$ cat src/hw/rtl/svt_pkg.sv
// ---------------------------------------------------------------------------
// sorted value table package
// widths, operation and status codes, cell control types
// ---------------------------------------------------------------------------
package svt_pkg;

  localparam int DEF_CAPACITY = 16;
  localparam int VAL_W        = 32;
  localparam int OP_W         = 2;
  localparam int POS_W        = 4;
  localparam int ST_W         = 2;
  localparam int CNT_OUT_W    = 5;

  localparam logic [OP_W-1:0] OP_INSERT = 2'd0;
  localparam logic [OP_W-1:0] OP_REMOVE = 2'd1;
  localparam logic [OP_W-1:0] OP_READ   = 2'd2;

  localparam logic [ST_W-1:0] ST_OK      = 2'd0;
  localparam logic [ST_W-1:0] ST_FULL    = 2'd1;
  localparam logic [ST_W-1:0] ST_MISSING = 2'd2;
  localparam logic [ST_W-1:0] ST_RANGE   = 2'd3;

  typedef logic signed [VAL_W-1:0] svt_val_t;

  // broadcast to every cell
  typedef struct packed {
    logic     ins_en;
    logic     rem_en;
    svt_val_t value;
  } svt_ctl_t;

  // per-cell compare results
  typedef struct packed {
    logic le;
    logic ge;
    logic match;
  } svt_flags_t;

endpackage

$ cat src/hw/rtl/svt_in_if.sv
// ---------------------------------------------------------------------------
// sorted value table input channel
// valid/ready channel carrying one operation item
// ---------------------------------------------------------------------------
interface svt_in_if import svt_pkg::*; ();
  logic            valid;
  logic            ready;
  logic [OP_W-1:0] operation;
  svt_val_t        value;
  logic [POS_W-1:0] position;

  modport source (output valid, output operation, output value, output position,
                  input ready);
  modport sink (input valid, input operation, input value, input position,
                output ready);
endinterface

$ cat src/hw/rtl/svt_out_if.sv
// ---------------------------------------------------------------------------
// sorted value table result channel
// valid/ready channel carrying one result item
// ---------------------------------------------------------------------------
interface svt_out_if import svt_pkg::*; ();
  logic                 valid;
  logic                 ready;
  logic [ST_W-1:0]      status;
  svt_val_t             read_value;
  logic [CNT_OUT_W-1:0] entry_count;

  modport source (output valid, output status, output read_value, output entry_count,
                  input ready);
  modport sink (input valid, input status, input read_value, input entry_count,
                output ready);
endinterface

$ cat src/hw/rtl/sorted_value_table_top.sv
// ---------------------------------------------------------------------------
// sorted value table
// ascending table of signed values kept in a row of compare/shift cells
// ---------------------------------------------------------------------------
// in_ch carries one item: operation (insert, remove, read), value, position.
// out_ch returns exactly one result item per input item: status, read_value
// (entry for a good read, else zero) and entry_count after the operation.
// every cell compares its entry with the broadcast value in the same cycle
// and loads its own entry, the broadcast value, its left or its right
// neighbor, so an insert or a remove updates the whole row at once.
// the result is registered and appears in the cycle after the item is accepted.
// throughput: one item per cycle while out_ch is taken; a new item is taken
// in the cycle the held result leaves.
// when out_ch stalls the result register holds and in_ch.ready drops.
// reset clears the entry count and the result valid; entry storage is not
// cleared, slots at or above the count are never read.
// insert into a full table reports full and drops the value; remove of an
// absent value reports not found; read past the count reports out of range.
// ---------------------------------------------------------------------------
module sorted_value_table_top import svt_pkg::*; #(
  parameter int CAPACITY = DEF_CAPACITY
) (
  input  logic      clk,
  input  logic      rst_n,
  svt_in_if.sink    in_ch,
  svt_out_if.source out_ch
);

  localparam int CNT_W = $clog2(CAPACITY + 1);
  localparam int RD_N  = (CAPACITY < (1 << POS_W)) ? CAPACITY : (1 << POS_W);
  localparam int CMP_W = (CNT_W > POS_W) ? CNT_W : POS_W;

  logic [CNT_W-1:0]     count_r, count_nxt;
  logic                 out_valid_r, out_valid_nxt;
  logic [ST_W-1:0]      status_r, status_nxt;
  svt_val_t             read_value_r, read_value_nxt;
  logic [CNT_OUT_W-1:0] out_count_r;

  svt_val_t             entries [CAPACITY];
  svt_flags_t           flags   [CAPACITY];
  logic [CAPACITY-1:0]  match_vec;
  svt_ctl_t             ctl;

  logic     accept;
  logic     full;
  logic     found;
  logic     rd_hit;
  svt_val_t rd_data;

  assign in_ch.ready = !out_valid_r || out_ch.ready;
  assign accept      = in_ch.valid && in_ch.ready;
  assign full        = count_r == CNT_W'(CAPACITY);
  assign found       = |match_vec;

  assign ctl.value  = in_ch.value;
  assign ctl.ins_en = accept && (in_ch.operation == OP_INSERT) && !full;
  assign ctl.rem_en = accept && (in_ch.operation == OP_REMOVE) && found;

  genvar gi;
  generate
    for (gi = 0; gi < CAPACITY; gi++) begin : g_cell
      svt_val_t left_entry, right_entry;
      logic     left_le;

      if (gi == 0) begin : g_first
        assign left_entry = '0;
        assign left_le    = 1'b1;
      end else begin : g_mid
        assign left_entry = entries[gi-1];
        assign left_le    = flags[gi-1].le;
      end

      if (gi == CAPACITY - 1) begin : g_last
        assign right_entry = '0;
      end else begin : g_inner
        assign right_entry = entries[gi+1];
      end

      assign match_vec[gi] = flags[gi].match;

      svt_cell #(.CAPACITY(CAPACITY), .IDX(gi)) u_cell (
        .clk         (clk),
        .ctl         (ctl),
        .count       (count_r),
        .left_entry  (left_entry),
        .left_le     (left_le),
        .right_entry (right_entry),
        .entry       (entries[gi]),
        .flags       (flags[gi])
      );
    end
  endgenerate

  // only the first positions are addressable
  always_comb begin
    rd_data = '0;
    for (int i = 0; i < RD_N; i++) begin
      if (in_ch.position == POS_W'(i)) begin
        rd_data = entries[i];
      end
    end
  end

  assign rd_hit = CMP_W'(in_ch.position) < CMP_W'(count_r);

  always_comb begin
    count_nxt      = count_r;
    status_nxt     = ST_OK;
    read_value_nxt = '0;
    case (in_ch.operation)
      OP_INSERT: begin
        if (full) begin
          status_nxt = ST_FULL;
        end else begin
          count_nxt = count_r + CNT_W'(1);
        end
      end
      OP_REMOVE: begin
        if (found) begin
          count_nxt = count_r - CNT_W'(1);
        end else begin
          status_nxt = ST_MISSING;
        end
      end
      OP_READ: begin
        if (rd_hit) begin
          read_value_nxt = rd_data;
        end else begin
          status_nxt = ST_RANGE;
        end
      end
      default: begin
      end
    endcase
  end

  always_comb begin
    out_valid_nxt = out_valid_r;
    if (accept) begin
      out_valid_nxt = 1'b1;
    end else if (out_ch.ready) begin
      out_valid_nxt = 1'b0;
    end
  end

  always_ff @(posedge clk) begin
    if (!rst_n) begin
      count_r     <= '0;
      out_valid_r <= 1'b0;
    end else begin
      out_valid_r <= out_valid_nxt;
      if (accept) begin
        count_r <= count_nxt;
      end
    end
  end

  always_ff @(posedge clk) begin
    if (accept) begin
      status_r     <= status_nxt;
      read_value_r <= read_value_nxt;
      out_count_r  <= CNT_OUT_W'(count_nxt);
    end
  end

  assign out_ch.valid       = out_valid_r;
  assign out_ch.status      = status_r;
  assign out_ch.read_value  = read_value_r;
  assign out_ch.entry_count = out_count_r;

endmodule

$ cat src/hw/rtl/svt_cell.sv
// ---------------------------------------------------------------------------
// sorted value table cell
// holds one entry, compares it with the broadcast value and shifts
// ---------------------------------------------------------------------------
module svt_cell import svt_pkg::*; #(
  parameter int CAPACITY = DEF_CAPACITY,
  parameter int IDX      = 0
) (
  input  logic                             clk,
  input  svt_ctl_t                         ctl,
  input  logic [$clog2(CAPACITY+1)-1:0]    count,
  input  svt_val_t                         left_entry,
  input  logic                             left_le,
  input  svt_val_t                         right_entry,
  output svt_val_t                         entry,
  output svt_flags_t                       flags
);

  localparam int CNT_W = $clog2(CAPACITY + 1);

  svt_val_t entry_r, entry_nxt;
  logic     valid;

  assign valid       = count > CNT_W'(IDX);
  assign flags.le    = valid && (entry_r <= ctl.value);
  assign flags.ge    = valid && (entry_r >= ctl.value);
  assign flags.match = valid && (entry_r == ctl.value);
  assign entry       = entry_r;

  always_comb begin
    entry_nxt = entry_r;
    if (ctl.ins_en) begin
      // cells past the insertion point take their left neighbor
      if (!left_le) begin
        entry_nxt = left_entry;
      end else if (!flags.le) begin
        entry_nxt = ctl.value;
      end
    end else if (ctl.rem_en && flags.ge) begin
      // first equal entry onward closes the gap from the right
      entry_nxt = right_entry;
    end
  end

  always_ff @(posedge clk) begin
    entry_r <= entry_nxt;
  end

endmodule

$ cat src/flat_wrapper.sv
// flat-port wrapper written by rule: the top's interface ports become plain ports
module sorted_value_table_top_flat import svt_pkg::*;
#(
  parameter int CAPACITY = DEF_CAPACITY
)
  (clk, rst_n, in_ch_valid, in_ch_operation, in_ch_value, in_ch_position, in_ch_ready, out_ch_valid, out_ch_status, out_ch_read_value, out_ch_entry_count, out_ch_ready);
  svt_in_if in_ch_i ();
  svt_out_if out_ch_i ();
  input  logic clk;
  input  logic rst_n;
  input wire logic [$bits(in_ch_i.valid)-1:0] in_ch_valid;
  input wire logic [$bits(in_ch_i.operation)-1:0] in_ch_operation;
  input wire logic [$bits(in_ch_i.value)-1:0] in_ch_value;
  input wire logic [$bits(in_ch_i.position)-1:0] in_ch_position;
  output wire logic [$bits(in_ch_i.ready)-1:0] in_ch_ready;
  output wire logic [$bits(out_ch_i.valid)-1:0] out_ch_valid;
  output wire logic [$bits(out_ch_i.status)-1:0] out_ch_status;
  output wire logic [$bits(out_ch_i.read_value)-1:0] out_ch_read_value;
  output wire logic [$bits(out_ch_i.entry_count)-1:0] out_ch_entry_count;
  input wire logic [$bits(out_ch_i.ready)-1:0] out_ch_ready;
  assign in_ch_i.valid = in_ch_valid;
  assign in_ch_i.operation = in_ch_operation;
  assign in_ch_i.value = in_ch_value;
  assign in_ch_i.position = in_ch_position;
  assign in_ch_ready = in_ch_i.ready;
  assign out_ch_valid = out_ch_i.valid;
  assign out_ch_status = out_ch_i.status;
  assign out_ch_read_value = out_ch_i.read_value;
  assign out_ch_entry_count = out_ch_i.entry_count;
  assign out_ch_i.ready = out_ch_ready;
  sorted_value_table_top #(.CAPACITY(CAPACITY)) u_core (.clk(clk), .rst_n(rst_n), .in_ch(in_ch_i), .out_ch(out_ch_i));
endmodule
$ cat config.mk
export PLATFORM = sky130hd
export DESIGN_NAME = sorted_value_table_top_flat
export DESIGN_NICKNAME = d
export VERILOG_FILES = /design/src/hw/rtl/svt_pkg.sv /design/src/hw/rtl/svt_in_if.sv /design/src/hw/rtl/svt_out_if.sv /design/src/hw/rtl/sorted_value_table_top.sv /design/src/hw/rtl/svt_cell.sv /design/src/flat_wrapper.sv
export SDC_FILE = /design/constraint.sdc
export NUM_CORES = 2
export LEC_CHECK = 0
export BUFFER_PORTS_ARGS = -buffer_cell sky130_fd_sc_hd__buf_2
export CORE_MARGIN = 1.5
export CORE_UTILIZATION = 30
export DETAILED_ROUTE_END_ITERATION = 16
export HOLD_SLACK_MARGIN = 0.02
export SYNTH_ARGS = -nofsm -noshare
export SYNTH_HDL_FRONTEND = slang
export SYNTH_SLANG_ARGS = --single-unit
$ cat constraint.sdc
create_clock -name clk -period 6.3 [get_ports clk]
set_clock_uncertainty 0.1 [all_clocks]
set_input_delay 0 -clock clk [delete_from_list [all_inputs] [get_ports clk]]
set_output_delay 0 -clock clk [all_outputs]
set_load 0.005 [all_outputs]
After elaboration in Yosys (flattened, before gate mapping)
Index checks and enable logic that the tools add are counted.
{"block": "totals", "wordCells": 319, "ff_bits": 557, "output_inout_bits": 41, "inputBits": 42}
{"block": "classes", "n_reduce_logical": 109, "order_cmp": 49, "n_mux": 88, "eq_ne": 50, "n_addsub": 2}
{"op": "2-to-1 mux 32 bit", "count": 79}
{"op": "equality test 32 bit", "count": 16}
{"op": "greater-or-equal comparator 32 bit", "count": 16}
{"op": "less-or-equal comparator 32 bit", "count": 16}
{"op": "logical AND 1 bit", "count": 69}
{"op": "inequality test 3 bit (second input constant)", "count": 15}
{"op": "greater-than comparator 5 x 4 -> 1 bit (second input constant)", "count": 8}
{"op": "AND reduction 2 bit", "count": 17}
{"op": "nonzero test 2 bit", "count": 17}
{"op": "equality test 4 bit (second input constant)", "count": 8}
{"op": "greater-than comparator 5 x 3 -> 1 bit (second input constant)", "count": 4}
{"op": "equality test 4 x 3 -> 1 bit (second input constant)", "count": 4}
{"op": "OR reduction 16 bit", "count": 1}
{"op": "greater-than comparator 5 x 1 -> 1 bit (second input constant)", "count": 2}
{"op": "greater-than comparator 5 x 2 -> 1 bit (second input constant)", "count": 2}
{"op": "2-to-1 mux 5 bit", "count": 2}
{"op": "one-hot mux 5 bit (2 select lines)", "count": 1}
{"op": "equality test 4 x 2 -> 1 bit (second input constant)", "count": 2}
{"op": "one-hot mux 2 bit (3 select lines)", "count": 1}
{"op": "adder 5 x 1 -> 5 bit (second input constant)", "count": 1}
{"op": "equality test 5 bit (second input constant)", "count": 1}
{"op": "less-than comparator 4 x 5 -> 1 bit", "count": 1}
{"op": "subtractor 5 x 1 -> 5 bit (second input constant)", "count": 1}
{"op": "equality test 4 x 1 -> 1 bit (second input constant)", "count": 1}
{"op": "9 further kinds", "count": 13}

Logic depth before layout (Yosys ltp)
{"block": "logic_depth", "word_depth": 17, "depth_mapped": 14, "ltp_nobuf": 11}

Hierarchy
From an unflattened synthesis, not the netlist that was laid out.
{"block": "unflattened", "cells_unflattened": 5124, "area_unflattened_um2": 47361.7}
{"module": "sorted_value_table_top", "cells_each": 835, "n_inst": 1, "seq_area_each_um2": 1291.2, "area_per_inst_um2": 6802.8}
{"module": "svt_cell at u_core.g_cell[14].u_cell ...", "cells_each": 267, "n_inst": 2, "seq_area_each_um2": 960.9, "area_per_inst_um2": 2536.2}
{"module": "svt_cell at u_core.g_cell[9].u_cell", "cells_each": 281, "n_inst": 1, "seq_area_each_um2": 960.9, "area_per_inst_um2": 2616.3}
{"module": "svt_cell at u_core.g_cell[4].u_cell", "cells_each": 270, "n_inst": 1, "seq_area_each_um2": 960.9, "area_per_inst_um2": 2547.4}
{"module": "svt_cell at u_core.g_cell[2].u_cell", "cells_each": 267, "n_inst": 1, "seq_area_each_um2": 960.9, "area_per_inst_um2": 2543.7}
{"module": "svt_cell at u_core.g_cell[3].u_cell", "cells_each": 268, "n_inst": 1, "seq_area_each_um2": 960.9, "area_per_inst_um2": 2539.9}
{"module": "svt_cell at u_core.g_cell[12].u_cell", "cells_each": 268, "n_inst": 1, "seq_area_each_um2": 960.9, "area_per_inst_um2": 2537.4}
{"module": "svt_cell at u_core.g_cell[0].u_cell", "cells_each": 269, "n_inst": 1, "seq_area_each_um2": 960.9, "area_per_inst_um2": 2536.2}
{"module": "svt_cell at u_core.g_cell[5].u_cell", "cells_each": 267, "n_inst": 1, "seq_area_each_um2": 960.9, "area_per_inst_um2": 2533.7}
{"module": "svt_cell at u_core.g_cell[13].u_cell", "cells_each": 267, "n_inst": 1, "seq_area_each_um2": 960.9, "area_per_inst_um2": 2532.4}
{"module": "svt_cell at u_core.g_cell[11].u_cell", "cells_each": 267, "n_inst": 1, "seq_area_each_um2": 960.9, "area_per_inst_um2": 2529.9}
{"module": "svt_cell at u_core.g_cell[10].u_cell", "cells_each": 271, "n_inst": 1, "seq_area_each_um2": 960.9, "area_per_inst_um2": 2526.2}
{"module": "svt_cell at u_core.g_cell[1].u_cell", "cells_each": 269, "n_inst": 1, "seq_area_each_um2": 960.9, "area_per_inst_um2": 2522.4}
{"module": "svt_cell at u_core.g_cell[7].u_cell", "cells_each": 265, "n_inst": 1, "seq_area_each_um2": 960.9, "area_per_inst_um2": 2509.9}
{"module": "2 more rows"}

Worst setup path before layout
Ideal clock, no wire load.
{"block": "synth_path", "path_kind": "input port to flip-flop", "from": "input in_ch_value[31]", "to": "register u_core.g_cell[14].u_cell.entry_r[0], enable pin", "arrival_ps": 5028, "required_ps": 5728, "stages": 12, "setup_time_ps": 472, "n_path_buf": 3, "slack_ps": 700, "path_cell_list": "clkbuf_1 > inv_1 > ha_1 > nand4_1 > nor4_1 > nand3b_1 > o2111ai_2 > nor4_4 > or3_1 > buf_2 > buf_6 > o32ai_1"}
{"block": "synth_between", "elab_chain_len": 7, "elab_cells_between_ends": 44, "cone_classes": "order compare: 3; eq/ne: 17; reduce/logical: 24"}
{"element": "start, declared", "line": "flat_wrapper.sv:13", "rtl": "input wire logic [$bits(in_ch_i.value)-1:0] in_ch_value;"}
{"element": "parallel branches: the longest is 6 deep, another holds less-or-equal comparator 32 bit"}
{"element": "AND reduction 2 bit (no source line) *"}
{"element": "end signal, assigned", "line": "svt_cell.sv:46", "rtl": "entry_r <= entry_nxt;"}
{"element": "end, declared", "line": "svt_cell.sv:21", "rtl": "svt_val_t entry_r, entry_nxt;"}
Mark *: on every way between the ends.
A chain may end at the register's enable or synchronous reset.

Worst setup path after layout
{"block": "layout_path", "from": "input in_ch_value[15]", "to": "register u_core.count_r[3]"}
{"block": "layout_between", "elab_chain_len": 5, "elab_cells_between_ends": 35, "cone_classes": "eq/ne: 16; mux: 2; reduce/logical: 17"}
{"element": "equality test 32 bit", "line": "svt_cell.sv:27", "rtl": "assign flags.match = valid && (entry_r == ctl.value);"}
{"element": "logical AND 1 bit", "line": "svt_cell.sv:27"}
{"element": "OR reduction 16 bit *", "line": "sorted_value_table_top.sv:53", "rtl": "assign found = |match_vec;"}
{"element": "2-to-1 mux 5 bit *", "line": "sorted_value_table_top.sv:119", "rtl": "if (found) begin"}
{"element": "one-hot mux 5 bit (2 select lines) *", "line": "sorted_value_table_top.sv:110", "rtl": "case (in_ch.operation)"}
{"element": "end signal, assigned", "line": "sorted_value_table_top.sv:153", "rtl": "count_r <= count_nxt;"}
{"element": "end, declared", "line": "sorted_value_table_top.sv:33", "rtl": "logic [CNT_W-1:0] count_r, count_nxt;"}
Every way passes the cells marked *; elsewhere a longest branch is shown, timed or not.

==> metrics.md <==
| Metric | Value |
|---|---|
| Number of iterations in the first detailed-routing pass | 6 |
| # clock sinks | 557 |
| DRT Wirelength | 194 mm |
| Insertion delay to the later sink of the worst-skew pair | 0.67 ns |
| Count of cell types in the netlist | 86 |
| Critical path cell sequence | dlygate4sd3_1 > buf_2 > inv_1 > ha_1 > nand4_1 > nor3_1 > nand4_1 > o2111ai_1 > nor4_4 > or3_1 > buf_4 > nor4_1 > o31a_1 > dlygate4sd3_1 |
| CTS tree | yes |
| DR DRC count | 0 |
| Setup Viol. Count Final | 0 |
| GR Overflow Total | 0 |
| Post-route ant nets | 0 |
| Cells on worst reg2reg path | 11 |
| Vias in the first global route | 39922 |
| Arrival time at the worst endpoint | 6.02 ns |
| Leakage | ~21 nW |
| Initial antenna violation count | 5 |
| H-Tree Depth | 3 |
| Die width | 393 um |
| Cell family with most CP delay | simple AND/OR/NAND/NOR gates |
| Fin Setup TNS | 0 ns |
| Syn_nets | around 5500 |
| Layout Nets | approximately 5500 |
| Fin. max-slew vios | 0 |
| Place WS | roughly 1.2 ns |
| Slew at the pin with the worst max-slew slack | ~1.4 ns |
| CP startpoint | in_ch_value[15] |
| Netlist Area Pre-Place | 45600 um2 |
| Area Overhead vs Synth | 12.7% |
| First-pass GRT wire length | about 280 mm |
| RSZ-0062 raised after global routing | false |
| Routed vias | 42138 |
| Share of layout cells above drive strength 1 | 9.53% |
| Core area | 150000 um2 |
| FMAX | 0.181 GHz |
| Crit. End Element | flop |
| Clk buf depth | 3 |
| Crit Path Category | input port to flop |
| Synth Register Bits | around 560 |
| Site Rows | roughly 140 |
| Number of max-cap violations | 0 |
| Clock Pin Slew Worst Setup and Hold Paths | 0.06 ns |
| Die area | between 150000 and 200000 um2 |
| DP Wirelength | 144 mm |
| Filler cells | 15358 |
| Fin crit share | 87.7% |
| Final RePlAce weighted congestion | 0.988 |
| # IOs | 83 |
| Cts bufs inserted | 73 |
| # port buffers | 82 |
| FFs w/ async S/R, synth | 0% |
| Levels on crit path | 14 |
| Number of enable-type register cells in the synthesized netlist | 551 |
| Status | finished, final reports clean |
| Slew margin rel. | 5.98% |
| Crit-path slowest cell | nor4_1 |
| Crit path launch type | input port |
| Die Y | 393 um |
| Hold depth | 4 |
| FF-to-FF End | u_core.count_r[3]$_SDFFE_PN0P_ |
| Avg Inst Size Synth | 9.24 um2 |
| Slowest stage delay, CP | around 0.78 ns |
| Resize count post-CTS | 0 |
| Worst vdd ir | between 150 and 200 uV |
| Most common flop cell mapped by yosys | edfxtp_1 |
| Starting Density | approximately 30% |
| Crit-path max FO | 17 |
| Area of the multi-input gates | 27300 um2 |
| PD cells | slightly above 200 nW/um2 |
| Count of final hold-check violations | 0 |
| Synth Warn # | 0 |
| Hold Buf Count CTS | 39 |
| Wire per inst | ~28 um |
| Sum of buffers and inverters on the critical path | 5 |
| Postcts setup bufs | 0 |
| Reg2reg start | u_core.g_cell[11].u_cell.entry[31]$_DFFE_PP_ |
| Gr usage total | 24.4% |
| Largest net degree at the start of global routing | 189 |
| Worst reg2reg setup slack | around 1.2 ns |
| Mapped Cells | 4934 |
| Final setup margin | 0.778 ns |
| Worst min path class | input port to flop |
| CTS root buf | clkbuf_16 |
| DR iter-0 viols | 5626 |
| Vias per std cell | 6.02 |
| Storage cell area | between 15000 and 20000 um2 |
| Critical Path End | u_core.count_r[3]$_SDFFE_PN0P_ |
| Tmin final | 5.52 ns |
| Seq/Total Area, Yosys | 36.5% |
| CP Data Required Time | just under 7 ns |
stage by stage:
step | instance area, um2 | util, % | cells | power, W | hold slack (ns)
final | 51400 | 34.2 | 7004 | 0.0104 | 0.125
after global routing | 51400 | 34.2 | 7003 | 0.0108 | 0.145
after CTS | 51400 | 34.2 | 7000 | 0.0104 | 0.0867
after detailed placement | 48600 | 32.4 | 6831 | 0.00616 | 0.164
after global placement | 48600 | 32.4 | 6831 | 0.00613 | 0.159
after floorplan | 45600 | - | 4934 | 0.00547 | 0.0207
cell families after synthesis:
kind of cell	after synthesis	share of synthesized area (%)
AOI/OAI and AO/OA	1556	21.3
xor gates and xnor gates	7	0.134
adders and majority gates	520	14.3
muxes	401	9.59
DFF	557	36.5
and+or+nand+nor	1430	13.9
buffers and inverters	463	4.30
worst register-to-register path: stages, from the launching register on:
cell and delay [ns]:
edfxtp_1 0.44, ha_1 0.42, nand4_1 0.18, nor3_1 0.72
nand3_1 0.41, o2111ai_1 0.43, nor4_4 0.10, or3_1 0.42
buf_4 0.30, nor4_1 0.79, o31a_1 0.19, dlygate4sd3_1 0.54
report_power, final:
group / switching (W) / internal, W
Combinational: 0.00119 / 0.000596
Sequential: 0.000158 / 0.00423
Clock: 0.00183 / 0.00244
Yosys cell counts, types with 23 or more instances:
| cell type | number | area, um2 |
|---|---|---|
| nand4_1 | 112 | 701 |
| a21oi_1 | 453 | 2270 |
| o211ai_1 | 34 | 255 |
| clkbuf_1 | 215 | 807 |
| a31oi_1 | 23 | 144 |
| nor3_1 | 145 | 726 |
| edfxtp_1 | 551 | 16500 |
| a21o_1 | 86 | 646 |
| a22oi_1 | 25 | 188 |
| inv_1 | 84 | 315 |
| mux4_2 | 26 | 586 |
| nand3_1 | 72 | 360 |
| mux2_2 | 27 | 304 |
| a221oi_1 | 50 | 438 |
| nor2_1 | 417 | 1570 |
| buf_2 | 81 | 405 |
| buf_1 | 55 | 206 |
| mux2i_1 | 348 | 3480 |
| o22ai_1 | 45 | 282 |
| a211oi_1 | 102 | 766 |
| ha_1 | 520 | 6510 |
| o21ai_0 | 446 | 2230 |
| nand2_1 | 549 | 2060 |
| a311oi_1 | 66 | 578 |
| nor2b_1 | 37 | 231 |
| o221ai_1 | 55 | 482 |
cell usage in the layout, fill, tap and decap left out, types with 13 or more instances in the layout:
cell,count
edfxtp_1,551
nand2_1,548
ha_1,520
a21oi_1,450
o21ai_0,443
nor2_1,415
mux2i_1,347
buf_4,166
nor3_1,145
nand4_1,112
a211oi_1,102
inv_1,83
a21o_1,82
buf_2,80
clkbuf_16,74
nand3_1,72
a311oi_1,66
o221ai_1,55
a221oi_1,50
o22ai_1,45
dlygate4sd3_1,39
nor2b_1,34
o211ai_1,34
mux2_2,27
mux4_2,26
a22oi_1,25
a31oi_1,23
nand2b_1,21
nor4_1,20
o21ai_1,18
o21a_1,17
clkinv_1,17
a2111oi_0,13
final cells by class:
type / instances / share of cell area, %
diodes: 2 / 0.00974
clock buffers: 84 / 3.68
clock inverters: 46 / 0.850
inverters: 85 / 0.621
multi-input cells: 3914 / 53.0
flip-flops and latches: 557 / 32.4
well taps: 2016 / 4.91
repair buffers: 300 / 4.46
layer usage:
layer,global-route usage [%],up-vias,share of wire [%]
li1,-,18920,-
met3,4.57,446,10
met4,12.4,2,5.5
met1,32.6,20264,41
met2,37.5,2506,44
met5,0,-,0.010
registers in the layout (all words and copies together), names as in the netlist:
name                        cells
u_core.out_ch.valid             1
u_core.count_r                  5
u_core.g_cell.u_cell.entry    512
u_core.out_ch.entry_count       5
u_core.out_ch.status            2
u_core.out_ch.read_value       32
how the worst min path moves through the flow:
stage                                  from                                         end  slack, ns
after floorplan                out_ch_ready                                 in_ch_ready       0.02
after global placement          in_ch_valid            u_core.out_ch.valid$_SDFFE_PN0P_       0.16
after detailed placement        in_ch_valid            u_core.out_ch.valid$_SDFFE_PN0P_       0.16
after CTS                      out_ch_ready            u_core.out_ch.valid$_SDFFE_PN0P_       0.09
after global routing      in_ch_position[0]  u_core.out_ch.read_value[31]$_SDFFCE_PN0P_       0.14
final                          out_ch_ready            u_core.out_ch.valid$_SDFFE_PN0P_       0.12
Note: power is estimated with default switching activity, not from simulation.
